===== src/design/lad_pkg.sv =====
`default_nettype none

package lad_pkg;

    localparam int LAD_DEPTH = 8;
    localparam int VALUE_W   = 32;

    localparam logic [1:0] CMD_INS_FRONT = 2'd0;
    localparam logic [1:0] CMD_INS_REAR  = 2'd1;
    localparam logic [1:0] CMD_REM_FRONT = 2'd2;
    localparam logic [1:0] CMD_REM_REAR  = 2'd3;

    localparam logic [1:0] ST_DONE  = 2'd0;
    localparam logic [1:0] ST_ROOM  = 2'd1;
    localparam logic [1:0] ST_EMPTY = 2'd2;

    // Commands from the controller to the datapath.
    typedef struct packed {
        logic capture;
        logic execute;
    } t_ctrl;

endpackage

`default_nettype wire


===== src/design/linear_array_deque.sv =====
// Channel   Handshake            Payload
// request   i_valid / o_stall    i_command, i_value_in
// result    o_valid / i_stall    o_value_out, o_status
//
// Each request passes through capture, one access of the slot memory
// (a single port, write or registered read), and the result register.
// A new request is taken only after the previous result has been taken,
// so a stalled result holds off the request side.
// Reset empties the queue at once; slot contents are not cleared.
`default_nettype none

module linear_array_deque #(
    parameter int DEPTH = lad_pkg::LAD_DEPTH
) (
    input  wire                                     i_clk,
    input  wire                                     i_rst_n,
    input  wire                                     i_valid,
    output logic                                    o_stall,
    input  wire logic [1:0]                         i_command,
    input  wire logic signed [lad_pkg::VALUE_W-1:0] i_value_in,
    output logic                                    o_valid,
    input  wire                                     i_stall,
    output logic signed [lad_pkg::VALUE_W-1:0]      o_value_out,
    output logic [1:0]                              o_status
);
    import lad_pkg::*;

    t_ctrl ctrl;

    lad_controller u_ctrl (
        .i_clk   (i_clk),
        .i_rst_n (i_rst_n),
        .i_valid (i_valid),
        .o_stall (o_stall),
        .o_valid (o_valid),
        .i_stall (i_stall),
        .o_ctrl  (ctrl)
    );

    lad_datapath #(
        .DEPTH (DEPTH)
    ) u_dp (
        .i_clk       (i_clk),
        .i_rst_n     (i_rst_n),
        .i_ctrl      (ctrl),
        .i_command   (i_command),
        .i_value_in  (i_value_in),
        .o_value_out (o_value_out),
        .o_status    (o_status)
    );

endmodule

`default_nettype wire


===== src/design/lad_datapath.sv =====
`default_nettype none

module lad_datapath #(
    parameter int DEPTH = lad_pkg::LAD_DEPTH
) (
    input  wire                                i_clk,
    input  wire                                i_rst_n,
    input  wire lad_pkg::t_ctrl                i_ctrl,
    input  wire logic [1:0]                    i_command,
    input  wire logic signed [lad_pkg::VALUE_W-1:0] i_value_in,
    output logic signed [lad_pkg::VALUE_W-1:0] o_value_out,
    output logic [1:0]                         o_status
);
    import lad_pkg::*;

    localparam int AW = $clog2(DEPTH);
    localparam int IW = $clog2(DEPTH + 1);
    localparam logic [IW-1:0] FULL = IW'(DEPTH);
    localparam logic [IW-1:0] ONE  = IW'(1);

    // Indices are kept biased by one: zero stands for minus one.
    logic [IW-1:0]         r_front, r_rear, n_front, n_rear;
    logic [1:0]            r_cmd;
    logic [VALUE_W-1:0]    r_val;
    logic [1:0]            r_status, n_status;
    logic                  r_take, n_take;
    logic [VALUE_W-1:0]    r_rdata;
    logic [VALUE_W-1:0]    mem [DEPTH];
    logic [IW-1:0]         addr;
    logic                  we, re;

    always_comb begin
        n_front  = r_front;
        n_rear   = r_rear;
        n_status = ST_DONE;
        n_take   = 1'b0;
        addr     = '0;
        we       = 1'b0;
        re       = 1'b0;
        unique case (r_cmd)
            CMD_INS_FRONT: begin
                if (r_front == '0) begin
                    n_status = ST_ROOM;
                end else begin
                    addr    = r_front - ONE;
                    we      = i_ctrl.execute;
                    n_front = r_front - ONE;
                end
            end
            CMD_INS_REAR: begin
                if (r_rear == FULL) begin
                    n_status = ST_ROOM;
                end else begin
                    addr   = r_rear;
                    we     = i_ctrl.execute;
                    n_rear = r_rear + ONE;
                end
            end
            CMD_REM_FRONT: begin
                if (r_rear == '0) begin
                    n_status = ST_EMPTY;
                end else begin
                    addr    = r_front;
                    re      = i_ctrl.execute;
                    n_take  = 1'b1;
                    n_front = r_front + ONE;
                end
            end
            CMD_REM_REAR: begin
                if (r_rear == '0) begin
                    n_status = ST_EMPTY;
                end else begin
                    addr   = r_rear - ONE;
                    re     = i_ctrl.execute;
                    n_take = 1'b1;
                    n_rear = r_rear - ONE;
                end
            end
            default: begin
                n_status = ST_DONE;
            end
        endcase
        // When the ends meet after a removal the queue is empty again.
        if (n_take && (n_front == n_rear)) begin
            n_front = '0;
            n_rear  = '0;
        end
    end

    always_ff @(posedge i_clk) begin
        if (!i_rst_n) begin
            r_front <= '0;
            r_rear  <= '0;
        end else if (i_ctrl.execute) begin
            r_front <= n_front;
            r_rear  <= n_rear;
        end
    end

    always_ff @(posedge i_clk) begin
        if (i_ctrl.capture) begin
            r_cmd <= i_command;
            r_val <= i_value_in;
        end
        if (i_ctrl.execute) begin
            r_status <= n_status;
            r_take   <= n_take;
        end
    end

    always_ff @(posedge i_clk) begin
        if (we) begin
            mem[addr[AW-1:0]] <= r_val;
        end
        if (re) begin
            r_rdata <= mem[addr[AW-1:0]];
        end
    end

    assign o_value_out = r_take ? signed'(r_rdata) : '0;
    assign o_status    = r_status;

endmodule

`default_nettype wire


===== src/design/lad_controller.sv =====
`default_nettype none

module lad_controller (
    input  wire            i_clk,
    input  wire            i_rst_n,
    input  wire            i_valid,
    output logic           o_stall,
    output logic           o_valid,
    input  wire            i_stall,
    output lad_pkg::t_ctrl o_ctrl
);
    import lad_pkg::*;

    localparam logic [1:0] S_IDLE = 2'd0;
    localparam logic [1:0] S_EXEC = 2'd1;
    localparam logic [1:0] S_OUT  = 2'd2;

    logic [1:0] r_state, n_state;

    always_comb begin
        n_state = r_state;
        unique case (r_state)
            S_IDLE: begin
                if (i_valid) begin
                    n_state = S_EXEC;
                end
            end
            S_EXEC: begin
                n_state = S_OUT;
            end
            S_OUT: begin
                if (!i_stall) begin
                    n_state = S_IDLE;
                end
            end
            default: begin
                n_state = S_IDLE;
            end
        endcase
    end

    always_ff @(posedge i_clk) begin
        if (!i_rst_n) begin
            r_state <= S_IDLE;
        end else begin
            r_state <= n_state;
        end
    end

    assign o_stall         = (r_state != S_IDLE);
    assign o_valid         = (r_state == S_OUT);
    assign o_ctrl.capture  = (r_state == S_IDLE) && i_valid;
    assign o_ctrl.execute  = (r_state == S_EXEC);

endmodule

`default_nettype wire


===== config.mk =====
export PLATFORM = sky130hd
export DESIGN_NAME = linear_array_deque
export DESIGN_NICKNAME = d
export VERILOG_FILES = /design/src/design/lad_pkg.sv /design/src/design/linear_array_deque.sv /design/src/design/lad_datapath.sv /design/src/design/lad_controller.sv
export SDC_FILE = /design/constraint.sdc
export NUM_CORES = 1
export LEC_CHECK = 0
export BUFFER_PORTS_ARGS = -buffer_cell sky130_fd_sc_hd__buf_2
export CORE_AREA = 2 2 227 173
export DETAILED_ROUTE_END_ITERATION = 8
export DIE_AREA = 0 0 229 175
export PLACE_DENSITY_LB_ADDON = 0.12
export SLEW_MARGIN = 0
export SYNTH_ARGS = -nofsm -noshare
export SYNTH_HDL_FRONTEND = slang
export SYNTH_SLANG_ARGS = --single-unit

===== constraint.sdc =====
create_clock -name i_clk -period 5.6 [get_ports i_clk]
set_clock_uncertainty 0.2 [all_clocks]
set_input_delay 0.28 -clock i_clk [delete_from_list [all_inputs] [get_ports i_clk]]
set_output_delay 0.28 -clock i_clk [all_outputs]
set_load 0.1 [all_outputs]

[Yosys cells after proc, flatten, opt, wreduce, memory -nomap -nowiden]
Memory sizes are Yosys's and may differ from the RTL's. A register that Yosys moved wholly into a read port is not among the register bits.
Index checks and enable logic that the tools add are counted.
Storage, ports and cells
  memories kept: 1
  bits in registers: 47
  memory bits (writable): 256
  output and inout bits: 36
  input port bits: 38
Operators by class
  reductions and logical operators: 9
  mux-type cells: 30
  equal/unequal tests: 9
  $add $sub $neg: 4
Memory list
  u_dp.mem: depth 8, bits a word 32, read ports 1, clocked after memory_dff 1, wr ports 1, RTL line lad_datapath.sv:28  | logic [VALUE_W-1:0] mem [DEPTH];
Operators by type and width (count)
  32-bit two-way mux: 1
  4-bit two-way mux: 6
  4-bit one-hot mux with 2 select lines: 2
  3-bit two-way mux: 4
  2-bit one-hot mux with 3 select lines: 2
  3-bit one-hot mux with 4 select lines: 1
  1-bit two-way mux: 10
  4-bit by 1-bit adder with 4-bit output, second input constant: 2
  4-bit zero test: 2
  4-bit by 1-bit subtractor with 4-bit output, second input constant: 2
  2-bit equality test, second input constant: 3
  2-bit two-way mux: 3
  2-bit by 1-bit equality test with 1-bit output, second input constant: 2
  4-bit equality test: 1
  4-bit equality test, second input constant: 1
  2-bit zero test: 2
  2-bit != test, second input constant: 2
  1-bit logical AND: 2
  1-bit one-hot mux with 2 select lines: 1
  2-bit AND reduction: 1
  2-bit nonzero test: 1
  2-bit OR reduction: 1

[Logic depth before layout (Yosys ltp)]
Gate-level depths: netlist of run 1.
  depth in word-level cells: 6
  gate-level depth with buffers: 12
  depth with buffers taken out: 11

[Cells and area by module]
From an unflattened synthesis of run 1, not the netlist that was laid out.
Unflattened totals
  cell total of the unflattened synthesis: 769
  area, all modules: 13586.8 um^2
By module, submodules not included
  lad_datapath: times used 1, area each 13470.4 um^2, sequential area each 9919.5 um^2, cells an instance 759
  lad_controller: times used 1, area each 116.4 um^2, sequential area each 40.0 um^2, cells an instance 10

[Worst setup path before layout of run 1]
Ideal clock, no wire load.
  path type: flip-flop to flip-flop
  from: register u_dp.r_front[0]
  to: memory u_dp.mem[2][0], enable pin
  arrival: 4484 ps
  setup slack: 448 ps
  cell stages (with the launch flop): 8
  buffers on the path: 0
  data required time: 4932 ps
  clock period less this slack: 5152 ps
  cells stage by stage: dfxtp_1 > inv_1 > ha_1 > or3b_1 > ha_1 > mux2_1 > or4_1 > nor3b_1
Between the ends
  longest elaborated chain between the ends: 5
  elaborated cells on any way between the ends: 9
  those cells by class: add/sub: 1; mux: 7; reduce/logical: 1
RTL lines
  start: declaration: RTL line lad_datapath.sv:22  | logic [IW-1:0] r_front, r_rear, n_front, n_rear;
  start signal: assignment: RTL line lad_datapath.sv:95  | r_front <= n_front;
  branches (longest 5 deep; another with 4-bit by 1-bit subtractor with 4-bit output)
  end: declaration: RTL line lad_datapath.sv:28
Several ways; the timed one is not identified.

[Worst setup path in the final report of run 1]
  from: register u_dp.r_rear[0]
  to: memory u_dp.mem[5][8], enable pin
Between the ends
  longest elaborated chain between the ends: 5
  elaborated cells on any way between the ends: 11
  those cells by class: add/sub: 1; eq/ne: 1; mux: 8; reduce/logical: 1
RTL lines
  start: declaration: RTL line lad_datapath.sv:22
  start signal: assignment: RTL line lad_datapath.sv:96  | r_rear <= n_rear;
  branches (longest 5 deep; another with 4-bit by 1-bit subtractor with 4-bit output)
Several ways; the timed one is not identified.

==> results of run 1 <==
==> worst max-delay path, cell delays in order (launching register included) <==
cell,delay [ps]
dfxtp_1,380
inv_1,120
ha_1,250
nor3b_2,360
a211oi_1,140
o21ai_4,840
buf_4,430
nor3b_4,810
buf_4,430
==> stage by stage <==
step                      total power (W)  utilization (%)  hold slack, ps
after floorplan                   0.00316                -             179
after global routing              0.00564             41.1             250
final                             0.00543             41.1             269
after global placement            0.00326             37.4             257
after CTS                         0.00552             41.1             241
after detailed placement          0.00326             37.4             258
==> power by group through the flow <==
stage	Clock (W)	Combinational, W	Sequential (W)
6_report	0.00221	0.000379	0.00284
5_1_grt	0.00238	0.000410	0.00285
4_1_cts	0.00228	0.000389	0.00284
3_5_place_dp	0	0.000367	0.00290
3_3_place_gp	0	0.000368	0.00289
2_1_floorplan	0	0.000277	0.00288
==> path summary, 6_finish.rpt <==
check	from	endpoint	cells after the start
hold reg to reg	u_dp.r_rear[1]	u_dp.r_rear[1]	2
setup / recovery	u_dp.r_rear[0]	u_dp.mem[5][8]	8
setup reg to reg	u_dp.r_rear[0]	u_dp.mem[5][8]	8
hold / removal	i_value_in[21]	u_dp.r_val[21]	2
==> Yosys cell counts, types with 3 or more instances <==
library cell,instances
buf_4,3
ha_1,8
nor3b_2,3
inv_1,10
clkbuf_1,5
mux4_2,64
o21ai_1,3
nor2b_1,6
o21ai_2,6
nand2b_1,5
edfxtp_1,325
buf_6,7
dfxtp_1,10
o211ai_1,4
buf_2,14
nand2_1,23
nand4_1,3
a21oi_1,3
and2_1,37
nor2_1,12
o21ai_0,8
mux2_2,32
==> routing by layer <==
metal / part of all wire [%] / global-route usage, %
met1: 46 / 18.5
met2: 48 / 22.8
met3: 3.6 / 2.73
met4: 2.1 / 4.36
met5: 0 / 0
==> area by class of cell <==
type / count / area (um2) / share of cell area [%]
multi-input combinational: 258 / 2980 / 19.2
timing repair buffer: 127 / 873 / 5.61
inverter: 12 / 45.0 / 0.289
sequential: 335 / 9960 / 63.9
tap: 512 / 641 / 4.11
clock buffer: 42 / 902 / 5.79
clock inverter: 18 / 171 / 1.10
==> flip-flops by register name, indices dropped and copies added, names as in the netlist <==
name            cells
u_ctrl.r_state      2
u_dp.o_status       2
u_dp.mem          256
u_dp.r_take         1
u_dp.r_cmd          2
u_dp.r_rear         4
u_dp.r_val         32
u_dp.r_front        4
u_dp.r_rdata       32
==> what timing repair did <==
| action | in CTS | in global routing |
|---|---|---|
| hold buffers | 36 | 0 |
| endpoints found under the hold margin | 36 | 0 |
| gates resized for setup | 0 | 0 |
==> logic make-up (layout without fill, tap and decap cells) <==
kind of cell / count (synthesis) / count (layout)
buf+inv: 42 / 199
mux: 99 / 99
compound gates: 39 / 39
fa+ha+maj: 8 / 8
xor+xnor: 4 / 4
simple gates: 108 / 108
flops: 335 / 335
==> out/qor.txt, run 1 <==
Syn Inst Count: 635
most common cell after layout, fill and taps aside: edfxtp_1
clock slew at reported path FFs: 60 ps
Synth Area in Simple Gates: 4.85%
multiplexer area fraction after synthesis: 14.0%
commonest non-fill, non-tap cells in the layout: edfxtp_1 (325), buf_2 (73), mux4_2 (64)
crit path DAT: 4290 ps
Area after DPL: 0.0141 mm2
area delta synth->final: 18.9%
Root Buffer: clkbuf_16
switching power: 0.00118 W
final hold vios: 0
layout cells sized above 1: 33.2%
Place WS: 1180 ps
r2r setup slk: 1300 ps
Routed Antenna Nets: 0
Tmin final: 4300 ps
critical path required time: 5590 ps
worst setup margin: 1300 ps
status: completed
number of setup buffers added after CTS: 0
largest net degree at the start of global routing: 37
worst min path class: in -> reg
Clk network pwr share: 40.7%
CTS tree: done
syn avg cell area: 20.6 um2
final WL: 27100 um
Least-Margin Pin Slew: 1170 ps
1st-pass router iterations: 6
adder-cell share of the synthesized area: 0.764%
crit share post-route: 76.8%
Core Area: 0.0379 mm2
Setup crit end kind: register
htree depth: 2
Worst VDD drop: 0.164 mV
global route overflow: 0
top_reg_cell synth: edfxtp_1
Die Wd: 229 um
clk_lat worst skew: 520 ps
Placer Congestion: 0.849
Initial Util: 34.6%
Critical Path Start Type: register
Slew headroom: 21.8%
Layout Nets: 815
Sw Share: 21.7%
I/O pin count: 74
Cell Area, Synth: 0.0131 mm2
RSZ-0062 raised after global routing: no
area share of the largest cell type after synthesis: 74.5%
Ant. Diodes: 0
fmax: 233 MHz
endpoints failing setup: 0
post-synthesis sequential area ratio: 76.0%
placed insts: 1208
Synth area leaders: edfxtp_1 (75%), mux4_2 (11%), mux2_2 (2.8%)
Clock Sinks: 335
Synth area leader: edfxtp_1
combinational power share: 7.0%
Iter 0 DRT Violations: 524
Via density: 4.87
cell-internal power: 0.00425 W
vias post-DR: 6345
max-slew violations: 0
die area: 0.0401 mm2
vias in the first global route: 6849
TNS Setup: 0 ps
ys async rst share: 0%
clk buf depth: 3
leakage: 5.17 nW
first-pass GRT wire length: 41400 um
Netlist cell types: 55
HPWL Detailed: 15300 um
Synth Area in Compound Gates: 2.25%
CP Class: reg -> reg
initial antenna violation count: 0
max-capacitance violation count: 0
total nets after synthesis: 681
DRC viols: 0
Sequential Power Share: 52.4%
GRT Overall Usage: 13.8%
largest family of logic cells by synthesized area: multiplexers
FF+latch count, synth: 335
num rows: 62
wire per inst: 20.8 um
height of the die: 175 um
fin area: 0.0156 mm2
Post-Synth XOR/XNOR Area: 0.267%
Non-Filler Instances: 1304
Post-synth EDFFs: 325
CTS buffer count: 35
YS warnings: 0
# fillers: 3460
PwrDens: 349 mW/mm2
CP max FO: 23
PortBufs: 73
(Power assumes the default switching activity.)
==> inputs of run 2 (changes only) <==
- clock period: 5.6 -> 3.6 ns (I/O delays scaled with it)
==> run 2 against run 1 <==
Total power up 52%. Clock-buffer cell count unchanged. Maximum frequency up 27%. Global-route usage increased by 0.84 points. Critical path depth increased by 1. Critical path type unchanged.
==> out/qor.txt, run 2 (same netlist as run 1, synthesis figures left out) <==
PwrDens: 519 mW/mm2 (+49%)
crit path DAT: 3460 ps (-830 ps)
Least-Margin Pin Slew: 719 ps (-451 ps)
die area: 0.0401 mm2 (unchanged)
Root Buffer: clkbuf_16
Initial Util: 34.6% (unchanged)
status: completed
Clock Sinks: 335 (unchanged)
crit share post-route: 94.3% (+18 points)
multi-input logic area: 0.00302 mm2 (+1.2%)
# fillers: 3359 (-2.9%)
max-slew violations: 0 (unchanged)
num rows: 62 (unchanged)
CTS buffer count: 34 (-2.9%)
CP max stage cell: mux4_2
leakage: 5.37 nW (+3.7%)
Slew headroom: 52.0% (+30 points)
first-pass GRT wire length: 43400 um (+4.9%)
1st-pass router iterations: 5 (-1)
most common cell after layout, fill and taps aside: edfxtp_1
Ant. Diodes: 0 (unchanged)
I/O pin count: 74 (unchanged)
Tmin final: 3400 ps (-903 ps)
clk buf depth: 3 (unchanged)
Placer Congestion: 0.786 (-7.4%)
htree depth: 2 (unchanged)
global route overflow: 0 (unchanged)
GRT Overall Usage: 14.6% (+0.84 points)
FF/Latch Area: 0.00996 mm2 (about the same)
largest net degree at the start of global routing: 72 (+95%)
final hold vios: 0 (unchanged)
HPWL Detailed: 16800 um (+9.8%)
most frequent CP cell: ha_1
fmax: 294 MHz (+27%)
critical path required time: 3660 ps (-1930 ps)
vias in the first global route: 6864 (+0.22%)
CP max FO: 8 (-65%)
Core Area: 0.0379 mm2 (unchanged)
worst hold slack: 171 ps (-98.2 ps)
Die Wd: 229 um (unchanged)
delay of the slowest critical-path stage: 520 ps (-320 ps)
clk_lat worst skew: 520 ps (about the same)
clock slew at reported path FFs: 60 ps (about the same)
TNS Setup: 0 ps (unchanged)
Routed Antenna Nets: 0 (unchanged)
Iter 0 DRT Violations: 563 (+7.4%)
final WL: 28800 um (+6.1%)
height of the die: 175 um (unchanged)
CTS tree: done
commonest non-fill, non-tap cells in the layout: edfxtp_1 (325), buf_2 (73), mux4_2 (64)
vias post-DR: 6473 (+2.0%)
CP Class: reg -> reg
worst setup margin: 204 ps (-1100 ps)
Critical Path Start Type: register
endpoints failing setup: 0 (unchanged)
Layout Nets: 842 (+3.3%)
post_cts resized: 0 (unchanged)
layout cells sized above 1: 35.6% (+2.4 points)
Via density: 4.87 (about the same)
worst min path class: in -> reg
max reg flops: 256 (unchanged)
Worst VDD drop: 0.330 mV (+100%)
crit path cell chain: inv_1, ha_1, or3b_1, ha_1, mux2_1, o21ai_4, buf_4, mux4_2, mux2_2
DRC viols: 0 (unchanged)
wire per inst: 21.6 um (+4.1%)
RSZ-0062 raised after global routing: no
PortBufs: 73 (unchanged)
max-capacitance violation count: 0 (unchanged)
Place WS: 144 ps (-1040 ps)
Setup crit end kind: register
initial antenna violation count: 0 (unchanged)
area delta synth->final: 21.7%
## run 2: timing repair
action | CTS | global route
setup buffers | 0 | 0
endpoints found under the hold margin | 50 | 0
hold buffers | 37 | 0
## run 2: final timing paths
path | endpoint | startpoint | slack [ps] | depth (start not counted)
setup / recovery | u_dp.r_rdata[18] | u_dp.r_front[0] | 200 | 9
hold reg to reg | u_dp.r_rear[1] | u_dp.r_rear[1] | 300 | 2
setup reg to reg | u_dp.r_rdata[18] | u_dp.r_front[0] | 200 | 9
hold / removal | u_dp.r_val[10] | i_value_in[10] | 170 | 2
## run 2: stage by stage
step / std cells / utilization (%) / instance area, um2 / power (W)
floorplan: 635 / - / 13200 / 0.00492
global placement: 1235 / 38.5 / 14600 / 0.00510
detailed placement: 1235 / 38.5 / 14600 / 0.00512
CTS: 1329 / 42.1 / 15900 / 0.00840
global route: 1329 / 42.1 / 15900 / 0.00860
finish: 1329 / 42.1 / 15900 / 0.00827
## run 2: layout make-up
class                           count  share of cell area [%]
Sequential cell                   335                    62.5
Timing Repair Buffer              155                    7.99
Clock buffer                       42                    5.53
Clock inverter                     15                   0.730
Inverter                           12                   0.283
Multi-Input combinational cell    258                    18.9
Tap cell                          512                    4.02
## run 2: critical path: cells and delay by family (launching register included)
family,cells,cell delay [ps]
buf+inv,2,370
fa+ha+maj,2,370
flops,1,310
simple gates,1,410
compound gates,1,370
mux,3,1120
## run 2: power by group
part / total [W] / internal (W) / switching, W
Combinational: 0.000634 / 0.000289 / 0.000345
Clock: 0.00322 / 0.00182 / 0.00141
Sequential: 0.00442 / 0.00436 / 0.0000594
## run 2: metal layers
layer,vias up,global-route usage (%),share of wire (%)
met5,-,0,0
met4,0,4.00,2.1
met3,42,2.77,3.8
met2,119,25.3,50
met1,3409,19.0,44
li1,2903,-,-
==> inputs of run 3 (changes only) <==
- clock period: 3.6 -> 2.95 ns (I/O delays scaled with it)
==> run 3 against run 2 <==
The flow now finishes with violations (negative setup slack). Sequential power rose by 22%. Routed wire length grew 12%. Non-clock buffer count is 72 higher. Setup slack lost 480 ps. Maximum frequency increased by 5.4%. Total power rose by 29%. Final area up 9.0%.
==> out/qor.txt, run 3 (same netlist as run 1, synthesis figures left out) <==
Area after DPL: 0.0148 mm2 (+1.5%)
endpoints failing setup: 288 (+288)
max-capacitance violation count: 0 (unchanged)
Least-Margin Pin Slew: 499 ps (-220 ps)
num rows: 62 (unchanged)
multi-input logic area: 0.00312 mm2 (+3.3%)
1st-pass router iterations: 5 (unchanged)
Die Wd: 229 um (unchanged)
area delta synth->final: 32.7%
Layout Nets: 916 (+8.8%)
clock slew at reported path FFs: 70 ps (about the same)
final hold vios: 0 (unchanged)
delay of the slowest critical-path stage: 580 ps (+60 ps)
fin area: 0.0174 mm2 (+9.0%)
wire per inst: 22.9 um (+5.9%)
Root Buffer: clkbuf_16
most common cell after layout, fill and taps aside: edfxtp_1
height of the die: 175 um (unchanged)
Core Area: 0.0379 mm2 (unchanged)
die area: 0.0401 mm2 (unchanged)
# fillers: 3279 (-2.4%)
crit share post-route: 109% (+15 points)
I/O pin count: 74 (unchanged)
critical path required time: 2980 ps (-680 ps)
Iter 0 DRT Violations: 542 (-3.7%)
DRC viols: 0 (unchanged)
htree depth: 2 (unchanged)
PortBufs: 73 (unchanged)
largest net degree at the start of global routing: 34 (-53%)
Clock Sinks: 335 (unchanged)
final core utilization: 45.9% (+3.8 points)
final WL: 32300 um (+12%)
crit path cell chain: inv_2, ha_4, or3b_4, ha_4, mux2_4, or4_4, buf_6, nor3_4, buf_4, clkbuf_16
Routed Antenna Nets: 0 (unchanged)
Slew headroom: 66.6% (+15 points)
FF/Latch Area: 0.00997 mm2 (about the same)
layout cells sized above 1: 42.5% (+6.9 points)
max-slew violations: 0 (unchanged)
Non-Filler Instances: 1410 (+6.1%)
vias post-DR: 6819 (+5.3%)
placed insts: 1253 (+1.5%)
Tmin final: 3220 ps (-174 ps)
Initial Util: 34.6% (unchanged)
status: complete, but fails checks
Critical Path Start Type: register
global route overflow: 0 (unchanged)
Placer Congestion: 0.819 (+4.3%)
initial antenna violation count: 0 (unchanged)
most frequent CP cell: ha_4
CTS buffer count: 36 (+5.9%)
commonest non-fill, non-tap cells in the layout: edfxtp_1 (325), buf_2 (73), mux4_2 (64)
PwrDens: 613 mW/mm2 (+18%)
Setup crit end kind: register
first-pass GRT wire length: 45400 um (+4.7%)
CP max stage cell: or4_4
clk_lat worst skew: 520 ps (about the same)
CP max FO: 9 (+1)
leakage: 6.01 nW (+12%)
Worst VDD drop: 0.340 mV (+2.9%)
worst min path class: in -> reg
fmax: 310 MHz (+5.4%)
crit path DAT: 3250 ps (-210 ps)
RSZ-0062 raised after global routing: yes
CTS tree: done
failing checks: negative setup slack
clk buf depth: 3 (unchanged)
worst setup margin: -271 ps (-476 ps)
max reg flops: 256 (unchanged)
HPWL Detailed: 17500 um (+3.8%)
Via density: 4.84 (-0.71%)
GRT Overall Usage: 15.3% (+0.65 points)
vias in the first global route: 7184 (+4.7%)
CP Class: reg -> reg
## run 3: critical path: cells and delay by family, from the launching register on
kind                       cells  cell delay (ps)
buffers and inverters          4              580
DFF                            1              320
muxes                          1              280
and+or+nand+nor                3             1240
adders and majority gates      2              290
## run 3: timing repair
item | CTS | global route
hold endpoints to repair | 51 | 0
cloned | 5 | 16
endpoints found under the setup margin | 281 | 261
buffers inserted | 16 | 18
pin swaps | 3 | 6
gates resized for setup | 31 | 29
hold buffers | 37 | 0
## run 3: power by group
group | switching (W) | internal (W)
logic | 0.000464 | 0.000471
registers | 0.0000690 | 0.00532
clock network | 0.00184 | 0.00249
## run 3: layer usage
layer,global-route usage (%),part of all wire (%)
met5,0,0
met4,3.71,1.8
met3,2.51,4.4
met2,25.4,47
met1,21.2,47
## run 3: area by class of cell
| class | count | share of cell area [%] |
|---|---|---|
| antenna | 1 | 0.0144 |
| clock buffer | 46 | 5.52 |
| clock inverter | 19 | 0.907 |
| inverter | 12 | 0.274 |
| multi-input combinational | 258 | 17.9 |
| sequential | 335 | 57.4 |
| tap | 512 | 3.69 |
| timing repair buffer | 227 | 14.3 |
## run 3: through the flow
stage / setup WS [ps] / setup TNS, ps / total power (W) / hold WS [ps]
floorplan: -551 / -116330 / 0.00601 / 46.4
global placement: -309 / -35720 / 0.00625 / 124
detailed placement: -350 / -37710 / 0.00627 / 126
CTS: -254 / -30910 / 0.0108 / 101
global route: -352 / -74550 / 0.0110 / 121
finish: -271 / -49970 / 0.0107 / 133
## run 3: path summary, 6_finish.rpt
check	from	to	slack, ps	depth (start not counted)
max	u_dp.r_front[1]	u_dp.mem[6][10]	-270	10
min	i_value_in[23]	u_dp.r_val[23]	130	2
max reg2reg	u_dp.r_front[1]	u_dp.mem[6][10]	-270	10
min reg2reg	u_dp.r_val[11]	u_dp.mem[7][11]	400	0
